--- config.mk ---
export PLATFORM = sky130hd
export DESIGN_NAME = fixed_block_pool_allocator
export DESIGN_NICKNAME = d
export VERILOG_FILES = /design/src/fbpa_pkg.sv /design/src/fixed_block_pool_allocator.sv /design/src/fbpa_ctrl.sv /design/src/fbpa_datapath.sv
export SDC_FILE = /design/constraint.sdc
export NUM_CORES = 1
export LEC_CHECK = 0
export ABC_AREA = 1
export BUFFER_PORTS_ARGS = -buffer_cell sky130_fd_sc_hd__buf_4
export CORE_MARGIN = 4
export CORE_UTILIZATION = 28
export DETAILED_ROUTE_END_ITERATION = 12
export HOLD_SLACK_MARGIN = 0.1
export PLACE_DENSITY = 0.49
export SYNTH_ARGS = -nofsm -noshare
export SYNTH_HDL_FRONTEND = slang
export SYNTH_SLANG_ARGS = --single-unit
--- constraint.sdc ---
create_clock -name i_clk -period 7.15 [get_ports i_clk]
set_clock_uncertainty 0.15 [all_clocks]
set_input_delay 0.3575 -clock i_clk [delete_from_list [all_inputs] [get_ports i_clk]]
set_output_delay 0.3575 -clock i_clk [all_outputs]
set_load 0.03 [all_outputs]
--- src/fbpa_pkg.sv ---
// shared types and constants for the fixed block pool allocator
package fbpa_pkg;

    localparam int CNT_W   = 7;
    localparam int IDX_W_IN = 6;
    localparam int BYTES_W = 16;
    localparam int OFF_W   = 22;
    localparam int PROD_W  = CNT_W + BYTES_W;
    localparam int CHUNK   = 8;
    localparam int CHUNK_W = 3;

    localparam logic CMD_ACQUIRE = 1'b0;
    localparam logic CMD_RELEASE = 1'b1;

    localparam logic CFG_BLOCK_COUNT = 1'b0;
    localparam logic CFG_BLOCK_BYTES = 1'b1;

    localparam logic [CNT_W-1:0]   COUNT_RST = 7'd64;
    localparam logic [BYTES_W-1:0] BYTES_RST = 16'd64;

    typedef enum logic [1:0] {
        ST_OK        = 2'd0,
        ST_EXHAUSTED = 2'd1,
        ST_RANGE     = 2'd2,
        ST_NOT_BUSY  = 2'd3
    } t_status;

    typedef enum logic [1:0] {
        S_IDLE,
        S_SCAN,
        S_EXEC,
        S_OUT
    } t_state;

    typedef struct packed {
        logic load;
        logic scan;
        logic exec;
    } t_dp_cmd;

    typedef struct packed {
        logic is_release;
        logic scan_done;
    } t_dp_stat;

endpackage

--- src/fixed_block_pool_allocator.sv ---
// fixed block pool allocator top level
// A command is taken when start is high and busy is low; its result appears
// for one cycle with o_result_valid and cannot be held off. A release passes
// through the scan state without scanning; an acquire examines the 8-block
// words of the busy map in turn with the first-free scan until a free block
// is found, at most ceil(min(MAX_BLOCKS,127)/8) words. Configuration writes
// are registered and should be made while busy is low.
module fixed_block_pool_allocator
    import fbpa_pkg::*;
#(
    parameter int MAX_BLOCKS = 64
) (
    input  logic                i_clk,
    input  logic                i_rst_n,
    input  logic                start,
    output logic                busy,
    input  logic                i_cmd,
    input  logic [IDX_W_IN-1:0] i_block_index,
    input  logic                i_cfg_we,
    input  logic                i_cfg_index,
    input  logic [BYTES_W-1:0]  i_cfg_data,
    output logic                o_result_valid,
    output logic [1:0]          o_status,
    output logic [IDX_W_IN-1:0] o_granted_index,
    output logic [OFF_W-1:0]    o_granted_offset,
    output logic [CNT_W-1:0]    o_used_count,
    output logic [CNT_W-1:0]    o_peak_count
);

    t_dp_cmd  dp_cmd;
    t_dp_stat dp_stat;

    fbpa_ctrl u_ctrl (
        .i_clk          (i_clk),
        .i_rst_n        (i_rst_n),
        .i_start        (start),
        .i_stat         (dp_stat),
        .o_cmd          (dp_cmd),
        .o_busy         (busy),
        .o_result_valid (o_result_valid)
    );

    fbpa_datapath #(
        .MAX_BLOCKS (MAX_BLOCKS)
    ) u_datapath (
        .i_clk            (i_clk),
        .i_rst_n          (i_rst_n),
        .i_cmd_ctl        (dp_cmd),
        .o_stat           (dp_stat),
        .i_cfg_we         (i_cfg_we),
        .i_cfg_index      (i_cfg_index),
        .i_cfg_data       (i_cfg_data),
        .i_cmd            (i_cmd),
        .i_block_index    (i_block_index),
        .o_status         (o_status),
        .o_granted_index  (o_granted_index),
        .o_granted_offset (o_granted_offset),
        .o_used_count     (o_used_count),
        .o_peak_count     (o_peak_count)
    );

endmodule

--- src/fbpa_ctrl.sv ---
// controller state machine for the fixed block pool allocator
module fbpa_ctrl
    import fbpa_pkg::*;
(
    input  logic     i_clk,
    input  logic     i_rst_n,
    input  logic     i_start,
    input  t_dp_stat i_stat,
    output t_dp_cmd  o_cmd,
    output logic     o_busy,
    output logic     o_result_valid
);

    t_state r_state;
    t_state n_state;

    always_ff @(posedge i_clk) begin
        if (!i_rst_n) begin
            r_state <= S_IDLE;
        end else begin
            r_state <= n_state;
        end
    end

    always_comb begin
        n_state = r_state;
        unique case (r_state)
            S_IDLE: begin
                if (i_start) begin
                    n_state = S_SCAN;
                end
            end
            S_SCAN: begin
                if (i_stat.is_release || i_stat.scan_done) begin
                    n_state = S_EXEC;
                end
            end
            S_EXEC: begin
                n_state = S_OUT;
            end
            S_OUT: begin
                n_state = S_IDLE;
            end
            default: begin
                n_state = S_IDLE;
            end
        endcase
    end

    always_comb begin
        o_cmd          = '0;
        o_busy         = 1'b1;
        o_result_valid = 1'b0;
        unique case (r_state)
            S_IDLE: begin
                o_busy     = 1'b0;
                o_cmd.load = i_start;
            end
            S_SCAN: begin
                o_cmd.scan = !i_stat.is_release;
            end
            S_EXEC: begin
                o_cmd.exec = 1'b1;
            end
            S_OUT: begin
                o_result_valid = 1'b1;
            end
            default: begin
                o_busy = 1'b1;
            end
        endcase
    end

endmodule

--- src/fbpa_datapath.sv ---
// busy map, counters, configuration and offset math for the block pool
module fbpa_datapath
    import fbpa_pkg::*;
#(
    parameter int MAX_BLOCKS = 64
) (
    input  logic                i_clk,
    input  logic                i_rst_n,
    input  t_dp_cmd             i_cmd_ctl,
    output t_dp_stat            o_stat,
    input  logic                i_cfg_we,
    input  logic                i_cfg_index,
    input  logic [BYTES_W-1:0]  i_cfg_data,
    input  logic                i_cmd,
    input  logic [IDX_W_IN-1:0] i_block_index,
    output logic [1:0]          o_status,
    output logic [IDX_W_IN-1:0] o_granted_index,
    output logic [OFF_W-1:0]    o_granted_offset,
    output logic [CNT_W-1:0]    o_used_count,
    output logic [CNT_W-1:0]    o_peak_count
);

    // indices never reach 127, so the map need not be wider
    localparam int MAP_DEPTH = (MAX_BLOCKS < 127) ? MAX_BLOCKS : 127;
    localparam int IDX_W     = $clog2(MAP_DEPTH);
    localparam int NWORDS    = (MAP_DEPTH + CHUNK - 1) / CHUNK;
    localparam int WORD_W    = (NWORDS > 1) ? $clog2(NWORDS) : 1;
    localparam int POS_W     = WORD_W + CHUNK_W;
    localparam int CMP_W     = (POS_W > CNT_W) ? POS_W : CNT_W;
    localparam logic [CNT_W-1:0]  CAP       = CNT_W'(MAP_DEPTH);
    localparam logic [WORD_W-1:0] LAST_WORD = WORD_W'(NWORDS - 1);

    logic [MAP_DEPTH-1:0] r_map;
    logic [CNT_W-1:0]     r_total;
    logic [CNT_W-1:0]     r_peak;
    logic [CNT_W-1:0]     r_count;
    logic [BYTES_W-1:0]   r_bytes;
    logic                 r_cmd;
    logic [IDX_W_IN-1:0]  r_idx;
    logic [WORD_W-1:0]    r_word;
    logic                 r_found;
    logic [CNT_W-1:0]     r_hit_idx;
    t_status              r_status;
    logic [IDX_W_IN-1:0]  r_gidx;
    logic [PROD_W-1:0]    r_prod;

    logic [CNT_W-1:0] limit;
    logic             hit;
    logic [POS_W-1:0] hit_pos;
    logic [CMP_W-1:0] idx_ext;
    logic [CNT_W-1:0] total_inc;

    assign limit     = (r_count > CAP) ? CAP : r_count;
    assign idx_ext   = CMP_W'(r_idx);
    assign total_inc = r_total + CNT_W'(1);

    // first free block within the current word of the map
    always_comb begin
        logic [POS_W-1:0] pos;
        hit     = 1'b0;
        hit_pos = '0;
        for (int k = CHUNK - 1; k >= 0; k--) begin
            pos = {r_word, CHUNK_W'(k)};
            if ((CMP_W'(pos) < CMP_W'(limit)) && !r_map[pos[IDX_W-1:0]]) begin
                hit     = 1'b1;
                hit_pos = pos;
            end
        end
    end

    assign o_stat.is_release = (r_cmd == CMD_RELEASE);
    assign o_stat.scan_done  = hit || (r_word == LAST_WORD);

    always_ff @(posedge i_clk) begin
        if (!i_rst_n) begin
            r_count <= COUNT_RST;
            r_bytes <= BYTES_RST;
        end else if (i_cfg_we) begin
            unique case (i_cfg_index)
                CFG_BLOCK_COUNT: r_count <= i_cfg_data[CNT_W-1:0];
                CFG_BLOCK_BYTES: r_bytes <= i_cfg_data;
                default:         r_count <= r_count;
            endcase
        end
    end

    always_ff @(posedge i_clk) begin
        if (!i_rst_n) begin
            r_map   <= '0;
            r_total <= '0;
            r_peak  <= '0;
        end else if (i_cmd_ctl.exec) begin
            if (r_cmd == CMD_ACQUIRE) begin
                if (r_found) begin
                    r_map[r_hit_idx[IDX_W-1:0]] <= 1'b1;
                    r_total                     <= total_inc;
                    if (total_inc > r_peak) begin
                        r_peak <= total_inc;
                    end
                end
            end else if ((idx_ext < CMP_W'(limit)) && r_map[idx_ext[IDX_W-1:0]]) begin
                r_map[idx_ext[IDX_W-1:0]] <= 1'b0;
                r_total                   <= r_total - CNT_W'(1);
            end
        end
    end

    // transaction payload, scan progress and result registers
    always_ff @(posedge i_clk) begin
        if (i_cmd_ctl.load) begin
            r_cmd     <= i_cmd;
            r_idx     <= i_block_index;
            r_word    <= '0;
            r_found   <= 1'b0;
            r_hit_idx <= '0;
        end else if (i_cmd_ctl.scan) begin
            if (hit) begin
                r_found   <= 1'b1;
                r_hit_idx <= CNT_W'(hit_pos);
            end else if (r_word != LAST_WORD) begin
                r_word <= r_word + WORD_W'(1);
            end
        end
        if (i_cmd_ctl.exec) begin
            if ((r_cmd == CMD_ACQUIRE) && r_found) begin
                r_status <= ST_OK;
                r_gidx   <= r_hit_idx[IDX_W_IN-1:0];
                r_prod   <= PROD_W'(r_hit_idx) * PROD_W'(r_bytes);
            end else begin
                r_gidx <= '0;
                r_prod <= '0;
                if (r_cmd == CMD_ACQUIRE) begin
                    r_status <= ST_EXHAUSTED;
                end else if (idx_ext >= CMP_W'(limit)) begin
                    r_status <= ST_RANGE;
                end else if (!r_map[idx_ext[IDX_W-1:0]]) begin
                    r_status <= ST_NOT_BUSY;
                end else begin
                    r_status <= ST_OK;
                end
            end
        end
    end

    assign o_status         = r_status;
    assign o_granted_index  = r_gidx;
    assign o_granted_offset = r_prod[OFF_W-1:0];
    assign o_used_count     = r_total;
    assign o_peak_count     = r_peak;

endmodule

==> results of run 1 <==
-- sequential cells by signal (all words and copies together) (netlist names), 3 cells and up --
name and cells:
u_datapath.o_granted_index 6, u_datapath.r_idx 6, u_datapath.o_peak_count 7, u_datapath.r_word 3, u_datapath.r_count 7, u_datapath.r_prod 22, u_datapath.r_bytes 16, u_datapath.o_used_count 7
u_datapath.r_hit_idx 6, u_datapath.r_map 64
-- routing by layer --
metal / share of wire [%] / track usage [%]
met5: 0 / 0
met3: 6.4 / 3.32
met4: 3.2 / 6.66
met2: 45 / 28.2
met1: 45 / 23.4
-- stage by stage --
stage	cells	instance area (um2)	setup WS (ns)	total power, mW
5_1_grt	2410	13700	2.23	4.07
3_3_place_gp	2355	12900	2.68	2.83
6_report	2410	13700	2.53	3.79
4_1_cts	2410	13700	2.58	3.81
3_5_place_dp	2355	12900	2.63	2.84
2_1_floorplan	1818	12000	2.86	2.31
-- power groups by stage --
stage / combinational [mW] / sequential [mW] / clock [mW]
2_1_floorplan: 1.09 / 1.21 / 0
3_3_place_gp: 1.64 / 1.19 / 0
3_5_place_dp: 1.65 / 1.20 / 0
4_1_cts: 1.67 / 1.18 / 0.968
5_1_grt: 1.87 / 1.20 / 1.00
6_report: 1.67 / 1.18 / 0.940
-- cell families after synthesis --
group | share of synthesized area, %
and+or+nand+nor | 31.3
AOI/OAI and AO/OA | 14.3
buffers and inverters | 10.5
DFF | 28.1
adders and majority gates | 15.4
xor gates and xnor gates | 0.438
-- worst paths after layout --
path | startpoint | to | slack, ns | cells past startpoint
worst min register to register | u_datapath.r_found | u_datapath.r_found | 0.31 | 2
worst min-delay path | start | u_ctrl.r_state[0] | 0.16 | 4
worst max register to register | u_datapath.r_hit_idx[2] | u_datapath.r_prod[19] | 2.53 | 14
worst max-delay path | u_datapath.r_hit_idx[2] | u_datapath.r_prod[19] | 2.53 | 14
-- cell type report --
class,count,area [um2],share of cell area [%]
multi-input cells,1359,7360,53.7
flip-flops and latches,150,3370,24.6
well taps,539,674,4.92
inverters,221,830,6.05
repair buffers,109,876,6.38
clock buffers,20,479,3.49
clock inverters,12,123,0.894
-- worst max-delay path, delay by kind of cell, from the launching register on --
kind,cells,cell delay [ns]
compound gates,6,0.98
fa+ha+maj,4,1.93
buf+inv,1,0.04
flops,1,0.92
simple gates,3,0.42
-- synth_stat cells (2+ instances only) --
library cell / count
nand4_1: 42
xor2_1: 6
nor3_1: 13
buf_6: 5
nand3_1: 149
nand3b_1: 2
dfxtp_1: 113
a21oi_1: 134
fa_1: 57
buf_1: 10
or2_2: 2
o21bai_1: 4
nand2_1: 465
o21ai_0: 169
o31ai_1: 4
inv_1: 213
o21ai_1: 15
a31oi_1: 2
clkinv_1: 4
clkbuf_1: 38
buf_2: 28
nor2_1: 221
o211ai_1: 3
nand2_2: 2
inv_2: 4
edfxtp_1: 37
ha_1: 56
and2_1: 2
buf_4: 7
nor2_2: 4
==> results.md, run 1 <==
* Die X at 215 um
* Pins Over Slew Limit at 0
* Vias in the first global route at 11.7k
* Commonest non-fill, non-tap cell in the layout: nand2_1
* CTS Buffer Depth at 2
* # fillers at between 4k and 5k
* Area Growth Syn to Fin at 14.4%
* Post-DRT Antenna Nets at 0
* Die Area at 0.0462 mm2
* NetSw at 1.74 mW
* DRT Wirelength at 40.8 mm
* Leak at 5.98 nW
* All-Layer GR Usage at about 18%
* Via density per instance at slightly above 5
* Initial Util at 28.5%
* Synth warn at 0
* First-pass GRT wire length at 65.1 mm
* CTS root buf: clkbuf_16
* Final worst path period need at 4.62 ns
* Critical setup path kind: flip-flop to flip-flop
* PD cells at 276 mW/mm2
* Ant diodes at 0
* HP Class: input pin to flip-flop
* Synthesized Nets at between 1.5k and 2k
* Initial antenna violation count at 0
* #FFs+latches synth at 150
* DRT iter0 DRCs at 924
* Int Power at 2.05 mW
* Crit Path Max Fanout at 21
* Io pins at 74
* Most area-consuming cells after synthesis: dfxtp_1 19%, nand2_1 15%, fa_1 9.5%, edfxtp_1 9.3%, o21ai_0 7.1%
* Worst setup EP type: flip-flop
* Slowest CP cell: dfxtp_1
* # resized after CTS at 0
* Syn Inst Count at 1818
* Post-synthesis sequential area ratio at 28.1%
* Setup violators final at 0
* Row cnt at 75
* # hold bufs at CTS at 23
* DRC at 0
* Worst-path clk slew at approximately 0.060 ns
* Actual slew at the worst max-slew pin at 0.921 ns
* Hpwl dp at roughly 28 mm
* Via Count at 12.2k
* WL per Instance at 16.9 um
* CTS Buf Count at 17
* Most frequent cells in the layout: 465 x nand2_1, 221 x nor2_1, 212 x inv_1
* Die Y at 215 um
* Critical Path Source Type: flip-flop
* Max VDD drop at 161 uV
* Synth Cell Area at approximately 0.012 mm2
* Max Clk Rate at between 200 and 250 MHz
* CP Cell Sequence: nand2_1, fa_1, fa_1, fa_1, inv_1, ha_1, a21oi_1, o21ai_0, a21oi_1, o21ai_0, nand3_1, nand2_1, o21ai_0, a21oi_1
* Final hold vios at 0
* RSZ-0062 raised after global routing: false
* Largest net degree at the start of global routing at just over 70
* Critical Path RT at 7.30 ns
* Mean Syn Cell Area at 6.60 um2
* Max_slew headroom at 38.5%
* Post-synth ARST share at 0%
* Htree depth at 4
* Unique cell type count in the Yosys netlist at 37
* Clk pwr share at 24.8%
* Post-CTS setup buffers at 0
* Max-Cap Viols at 0
* TritonCTS clock tree: yes
* GR Overflow Total at 0
* Sw frac at a little under half
* Post-synth top area cell: dfxtp_1
* Clk_lat worst skew at 0.45 ns
* Period utilization at 64.6%
* Count of buffers from port buffering at between 70 and 80
* Placer Congestion at 0.861
* Nets at 1999
* Fin util at 32.6%
* Top-area cell type share of the netlist area at 18.9%
* Post-synth EDFFs at 37
* Top_reg_cell synth: dfxtp_1
* Largest stage delay, worst path at 0.92 ns
* Fin Hold WS at between 0.15 and 0.2 ns
* Layout cells sized above 1 at around 6.9%
* Area of the core region at around 0.042 mm2
* Total clock sinks at 150
* Status: finished, final reports clean
* Drt first pass iters at 5
* CP Data Arrival Time at 4.77 ns
* Setup_tns at 0 ns
* Combinational fraction of design power at 44.1%
* Flop pwr share at 31.1%
No activity file was read; power rests on OpenSTA's default activity.
==> inputs of run 2 (changes only) <==
Settings changed: ABC_AREA 1 to 0.
Clock period 7.15 ns to 4.5 ns, I/O delays scaled along.
==> run 2 against run 1 <==
Die area fell by 11%. Clock power rose by 53%. Register-to-register slack got worse by 2.3 ns. Setup slack got worse by 2.3 ns. Flip-flop and latch count did not move. Sequential share of layout area rose by 2.1 points. Critical path depth rose by 2. Critical endpoint is now u_datapath.r_prod[21]. Largest cell class unchanged.
==> results.md, run 2 <==
* Synthesized Nets at 1269 (-35%)
* CTS root buf: clkbuf_16
* Power Total at 4.27 mW (+13%)
* Placer Congestion at 0.849 (-1.4%)
* Initial antenna violation count at 0 (unchanged)
* Crit Path Max Fanout at 9 (-57%)
* PD cells at 337 mW/mm2 (+22%)
* Total clock sinks at 150 (unchanged)
* Reg with most FFs: u_datapath.r_map
* Die X at 202 um (-5.9%)
* DRC at 0 (unchanged)
* Status: finished, final reports clean
* Critical setup path kind: flip-flop to flip-flop
* Area of the core region at 0.0370 mm2 (-12%)
* Nets at 1358 (-32%)
* GR Overflow Total at 0 (unchanged)
* Die Y at 202 um (-5.9%)
* Synth Cell Area at 0.0106 mm2 (-12%)
* Setup violators final at 0 (unchanged)
* Final worst path period need at 4.31 ns (-0.307 ns)
* Die Area at 0.0409 mm2 (-11%)
* Post-DRT Antenna Nets at 0 (unchanged)
* Largest stage delay, worst path at 0.56 ns (-0.36 ns)
* Mean Syn Cell Area at 9.37 um2 (+42%)
* Reg-to-reg slack, setup at 0.19 ns (-2.34 ns)
* Hold Path Stages at 3 (-1)
* Max_slew headroom at 22.6% (-16 points)
* Top_reg_cell synth: dfxtp_1
* Max-Cap Viols at 0 (unchanged)
* TritonCTS clock tree: yes
* CTS Buf Count at 17 (unchanged)
* #FFs+latches synth at 150 (unchanged)
* Critical path depth at 16 (+2)
* Io pins at 74 (unchanged)
* RSZ-0062 raised after global routing: true
* First-pass GRT wire length at 51.7 mm (-21%)
* All-Layer GR Usage at 15.8% (-1.7 points)
* Vias in the first global route at 8963 (-23%)
* Post-CTS setup buffers at 0 (unchanged)
* Post-synth EDFFs at 37 (unchanged)
* Post-synthesis sequential area ratio at 31.9% (+3.8 points)
* Via Count at 8843 (-27%)
* CP Cell Sequence: buf_4, buf_4, and2_1, fa_2, inv_1, fa_2, fa_1, inv_1, ha_1, a21o_1, a21o_1, a21o_1, o21a_2, o22a_1, xnor2_1, nor2_1
* Post-synth ARST share at 0% (unchanged)
* Top-area cell type share of the netlist area at 21.4% (+2.5 points)
* R2R depth at 16 (+2)
* Initial Util at 28.6% (+0.13 points)
* Row cnt at 70 (-6.7%)
* Clk_lat worst skew at 0.43 ns (-0.02 ns)
* CP Data Arrival Time at 4.32 ns (-0.45 ns)
* Commonest non-fill, non-tap cell in the layout: nand2_1
* Post-synth top area cell: dfxtp_1
* Biggest regs: u_datapath.r_map: 64 flops, u_datapath.r_prod: 22 flops, u_datapath.r_bytes: 16 flops
* Syn Inst Count at 1128 (-38%)
* Largest net degree at the start of global routing at 61 (-15%)
* DRT Wirelength at 32.3 mm (-21%)
* Unique cell type count in the Yosys netlist at 69 (+86%)
* Critical Path RT at 4.51 ns (-2.79 ns)
* Hpwl dp at 23.7 mm (-15%)
* Max Clk Rate at 232 MHz (+7.1%)
* Max FFs per register at 64 (unchanged)
* Synth top cells by count: 138 x nand2_1, 113 x dfxtp_1, 82 x inv_1
* Critical Path Source Type: flip-flop
* Count of buffer and inverter cells on the critical path at 4 (+3)
* Final hold vios at 0 (unchanged)
* Layout cells sized above 1 at 17.6% (+11 points)
* Pins Over Slew Limit at 0 (unchanged)
* Ant diodes at 0 (unchanged)
* Area Growth Syn to Fin at 20.0%
* Max VDD drop at 182 uV (+13%)
* Drt first pass iters at 5 (unchanged)
* Fin Hold WS at 0.153 ns (-0.00896 ns)
* Most used cell, CP: a21o_1
* DRT iter0 DRCs at 771 (-17%)
* Period utilization at 95.8% (+31 points)
* Via density per instance at 5.10 (+0.78%)
* Most common cell in the netlist: nand2_1
* WL per Instance at 18.6 um (+9.9%)
* Count of buffers from port buffering at 73 (unchanged)
* Actual slew at the worst max-slew pin at 1.15 ns (+0.230 ns)
* CP top delay family: adder cells
* HP Class: input pin to flip-flop
* Worst-path clk slew at 0.07 ns (about the same)
* Most area-consuming cells after synthesis: dfxtp_1 21%, fa_1 11%, edfxtp_1 11%, ha_1 6.6%, a32o_1 5.6%
* Worst setup EP type: flip-flop
* Most frequent cells in the layout: 138 x nand2_1, 117 x buf_4, 106 x dfxtp_1
* Fin util at 34.3% (+1.7 points)
* Slowest CP cell: fa_2
* CTS Buffer Depth at 2 (unchanged)
* Leak at 4.96 nW (-17%)
* Synth warn at 0 (unchanged)
* Htree depth at 4 (unchanged)
## run 2: per-layer routing
layer	vias up	wire length (um)	track usage [%]
li1	4192	-	-
met1	4367	14300	21.0
met2	251	15700	26.9
met3	33	1810	2.70
met4	0	553	4.27
met5	-	0	0
## run 2: what timing repair did
item,in CTS,in global routing
hold buffers,24,0
endpoints found under the hold margin,33,0
pin swaps,0,6
endpoints found under the setup margin,3,7
gates cloned,0,0
gates resized for setup,2,31
## run 2: cells by family (layout without fill, tap and decap cells)
| group | count (synthesis) | after routing | synth area share (%) |
|---|---|---|---|
| adder cells (fa/ha/maj) | 113 | 113 | 17.4 |
| multiplexers | 58 | 58 | 8.07 |
| buffers and inverters | 161 | 263 | 6.61 |
| AO/OA/AOI/OAI | 190 | 190 | 14.1 |
| XOR/XNOR | 24 | 24 | 1.99 |
| AND/OR/NAND/NOR | 432 | 432 | 19.8 |
| flip-flops | 150 | 150 | 31.9 |
## run 2: final timing paths
| path | start | end |
|---|---|---|
| worst min-delay path | i_cfg_index | u_datapath.r_count[6] |
| worst max register to register | u_datapath.r_hit_idx[5] | u_datapath.r_prod[21] |
| worst max-delay path | u_datapath.r_hit_idx[5] | u_datapath.r_prod[21] |
| worst min register to register | u_datapath.o_peak_count[1] | u_datapath.o_peak_count[1] |
## run 2: cell type report
cell class	count	area, um2
flip-flops and latches	150	3390
fillers	3849	24300
inverters	87	327
multi-input cells	817	6580
clock buffers	23	492
repair buffers	144	1170
clock inverters	9	90.1
well taps	504	631
## run 2: per-stage QoR
stage	instance area [um2]	setup TNS [ns]	std cells	worst slack (ns)
after floorplan	10600	0	1128	0.0272
after global placement	11800	-0.0224	1678	-0.0133
after detailed placement	11800	-0.261	1678	-0.131
after CTS	12600	0	1734	0.00304
after global routing	12700	-0.0496	1734	-0.0319
final	12700	0	1734	0.191
## run 2: power by group
part	switching, mW	leakage, nW	total [mW]	internal, mW
registers	0.123	1.27	1.64	1.51
logic	0.764	3.40	1.19	0.429
clock network	0.613	0.288	1.44	0.832
## run 2: worst register-to-register path: stages (launching register included)
cell,delay [ns]
dfxtp_2,0.36
buf_4,0.15
buf_4,0.16
and2_1,0.17
fa_2,0.56
inv_1,0.06
fa_2,0.39
fa_1,0.51
inv_1,0.04
ha_1,0.30
a21o_1,0.17
a21o_1,0.17
a21o_1,0.20
o21a_2,0.26
o22a_1,0.20
xnor2_1,0.14
nor2_1,0.05
==> inputs of run 3 (changes only) <==
Settings changed: CORE_MARGIN 4 to unset, SLEW_MARGIN set to 20.
==> run 3 against run 2 <==
Non-clock buffer count decreased by 6. Cell count shrank 0.46%. Sequential share of layout area about the same. Clock power hardly changed. First-iteration DRC count decreased by 6.9%. Flip-flop and latch count unchanged. Routed wire length shrank 1.8%. Total power up 0.13%. Largest power group unchanged. Worst hold slack got worse by 0.020 ns. Register-to-register slack about the same. Global-route usage up 1.2 points. Via count shrank 1.5%.
==> results.md, run 3 (same netlist as run 2, synthesis figures left out) <==
* Status: finished, final reports clean
* GR Overflow Total at 0 (unchanged)
* Hold Path Stages at 2 (-1)
* Ant diodes at 0 (unchanged)
* DRT Wirelength at 31.7 mm (-1.8%)
* Placer Congestion at 0.859 (+1.1%)
* Nets at 1352 (-0.44%)
* Max-Cap Viols at 0 (unchanged)
* Largest stage delay, worst path at 0.54 ns (-0.02 ns)
* Critical setup path kind: flip-flop to flip-flop
* Area after DPL at 0.0117 mm2 (-0.45%)
* Clk pwr share at 34.1% (+0.3 points)
* First-pass GRT wire length at 50.5 mm (-2.3%)
* R2R depth at 16 (unchanged)
* Commonest non-fill, non-tap cell in the layout: nand2_1
* CTS Buf Count at 17 (unchanged)
* Hold Crit Start: i_rst_n
* DRT iter0 DRCs at 718 (-6.9%)
* Htree depth at 4 (unchanged)
* Actual slew at the worst max-slew pin at 1.02 ns (-0.127 ns)
* Via Count at 8706 (-1.5%)
* Biggest regs: u_datapath.r_map: 64 flops, u_datapath.r_prod: 22 flops, u_datapath.r_bytes: 16 flops
* Critical Path RT at 4.51 ns (about the same)
* Fin Hold WS at 0.133 ns (-0.0202 ns)
* Die Area at 0.0385 mm2 (-5.8%)
* Hpwl dp at 23.6 mm (-0.41%)
* Leak at 4.93 nW (-0.56%)
* Count of buffer and inverter cells on the critical path at 4 (unchanged)
* Fin util at 34.2% (-0.081 points)
* Slowest CP cell: fa_1
* Initial antenna violation count at 0 (unchanged)
* Reg-to-reg slack, setup at 0.19 ns (about the same)
* WL per Instance at 18.4 um (-1.3%)
* Int Power at 2.81 mW (+1.3%)
* HP Class: input pin to flip-flop
* CTS root buf: clkbuf_16
* Io pins at 74 (unchanged)
* Total clock sinks at 150 (unchanged)
* Pins Over Slew Limit at 0 (unchanged)
* Max_slew headroom at 31.7% (+9.2 points)
* Hold Crit Endpoint: u_datapath.r_bytes[6]
* Post-route cell area at 0.0126 mm2 (-0.47%)
* Die X at 196 um (-3.0%)
* Largest net degree at the start of global routing at 56 (-8.2%)
* CP Data Arrival Time at 4.31 ns (about the same)
* Period utilization at 95.7% (about the same)
* Reg with most FFs: u_datapath.r_map
* Max Clk Rate at 232 MHz (about the same)
* Combinational fraction of design power at 27.7% (-0.2 points)
* Worst-path clk slew at 0.06 ns (about the same)
* Max FFs per register at 64 (unchanged)
* TritonCTS clock tree: yes
* Vias in the first global route at 8826 (-1.5%)
* Crit Path Max Fanout at 9 (unchanged)
* Layout cells sized above 1 at 16.1% (-1.5 points)
* Power Total at 4.28 mW (+0.13%)
* Setup_tns at 0 ns (unchanged)
* Die Y at 196 um (-3.0%)
* Clk_lat worst skew at 0.43 ns (about the same)
* Setup violators final at 0 (unchanged)
* Flop pwr share at 38.1% (-0.2 points)
* Sw frac at 34.3% (-0.76 points)
* Count of buffers from port buffering at 73 (unchanged)
* Initial Util at 28.7% (+0.068 points)
* Via density per instance at 5.04 (-1.1%)
* Most frequent cells in the layout: 138 x nand2_1, 110 x buf_4, 109 x dfxtp_1
* Area Growth Syn to Fin at 19.4%
* Drt first pass iters at 4 (-1)
* Area of the core region at 0.0369 mm2 (-0.24%)
* Row cnt at 70 (unchanged)
* CP Cell Sequence: buf_4, nand2_1, fa_1, inv_1, fa_1, inv_1, fa_1, inv_1, ha_1, a21o_1, a21o_1, a21o_1, o21a_1, o22a_1, xnor2_1, nor2_1
* R2R Path Start: u_datapath.r_hit_idx[2]
* Final hold vios at 0 (unchanged)
* NetSw at 1.47 mW (-2.0%)
* PD cells at 339 mW/mm2 (+0.60%)
* Reg2reg end: u_datapath.r_prod[21]
* All-Layer GR Usage at 17.0% (+1.2 points)
* Final worst path period need at 4.31 ns (-0.00332 ns)
* Critical Path Source Type: flip-flop
* Worst setup EP type: flip-flop
* DRC at 0 (unchanged)
* Post-DRT Antenna Nets at 0 (unchanged)
* CP top delay family: adder cells
* CTS Buffer Depth at 2 (unchanged)
* Max VDD drop at 150 uV (-17%)
[run 3: cell count changes in the layout (fill, tap and decap cells not counted), moves of 3 or more]
cell,previous run,this run
dfxtp_1,106,109
buf_4,117,110
dfxtp_4,3,0
clkbuf_1,1,4
[run 3: repair_timing]
action / CTS / global route
setup buffers: 0 / 1
endpoints found under the hold margin: 33 / 0
resized for setup: 4 / 16
hold buffers: 24 / 0
setup endpoints to repair: 4 / 7
pin swaps: 0 / 3
[run 3: routing by layer]
| layer | wire, um | GRT usage [%] | vias up |
|---|---|---|---|
| met3 | 1640 | 3.95 | 46 |
| met4 | 874 | 6.31 | 0 |
| li1 | - | - | 4173 |
| met1 | 14200 | 21.7 | 4298 |
| met2 | 15100 | 27.8 | 189 |
| met5 | 0 | 0 | - |
[run 3: worst max path at each step]
| stage | from | to | slack [ns] | depth (start not counted) |
|---|---|---|---|---|
| 6_report | u_datapath.r_hit_idx[2] | u_datapath.r_prod[21] | 0.19 | 16 |
| 3_3_place_gp | u_datapath.r_hit_idx[4] | u_datapath.r_prod[19] | -0.002 | 14 |
| 5_1_grt | u_datapath.r_hit_idx[2] | u_datapath.r_prod[21] | -0.0004 | 16 |
| 4_1_cts | u_datapath.r_hit_idx[1] | u_datapath.r_prod[20] | 0.04 | 15 |
| 2_1_floorplan | u_datapath.r_hit_idx[0] | u_datapath.r_prod[19] | 0.03 | 18 |
| 3_5_place_dp | u_datapath.r_hit_idx[4] | u_datapath.r_prod[20] | -0.1 | 16 |
[run 3: power by group through the flow]
| stage | Clock (mW) | Combinational (mW) | Sequential, mW |
|---|---|---|---|
| after global placement | 0 | 1.16 | 1.66 |
| final | 1.46 | 1.19 | 1.63 |
| after global routing | 1.55 | 1.31 | 1.65 |
| after floorplan | 0 | 0.701 | 1.70 |
| after CTS | 1.50 | 1.18 | 1.63 |
| after detailed placement | 0 | 1.16 | 1.66 |
[run 3: final cells by class]
class / count / area (um2)
multi-input cells: 817 / 6570
well taps: 504 / 631
flip-flops and latches: 150 / 3380
clock inverters: 6 / 91.3
fillers: 3761 / 24300
inverters: 87 / 327
repair buffers: 138 / 1130
clock buffers: 24 / 493
[run 3: metrics by stage]
| stage | cells | setup WS [ns] |
|---|---|---|
| final | 1726 | 0.194 |
| after global routing | 1726 | -0.000358 |
| after global placement | 1671 | -0.00198 |
| after floorplan | 1128 | 0.0272 |
| after detailed placement | 1671 | -0.0974 |
| after CTS | 1725 | 0.0381 |
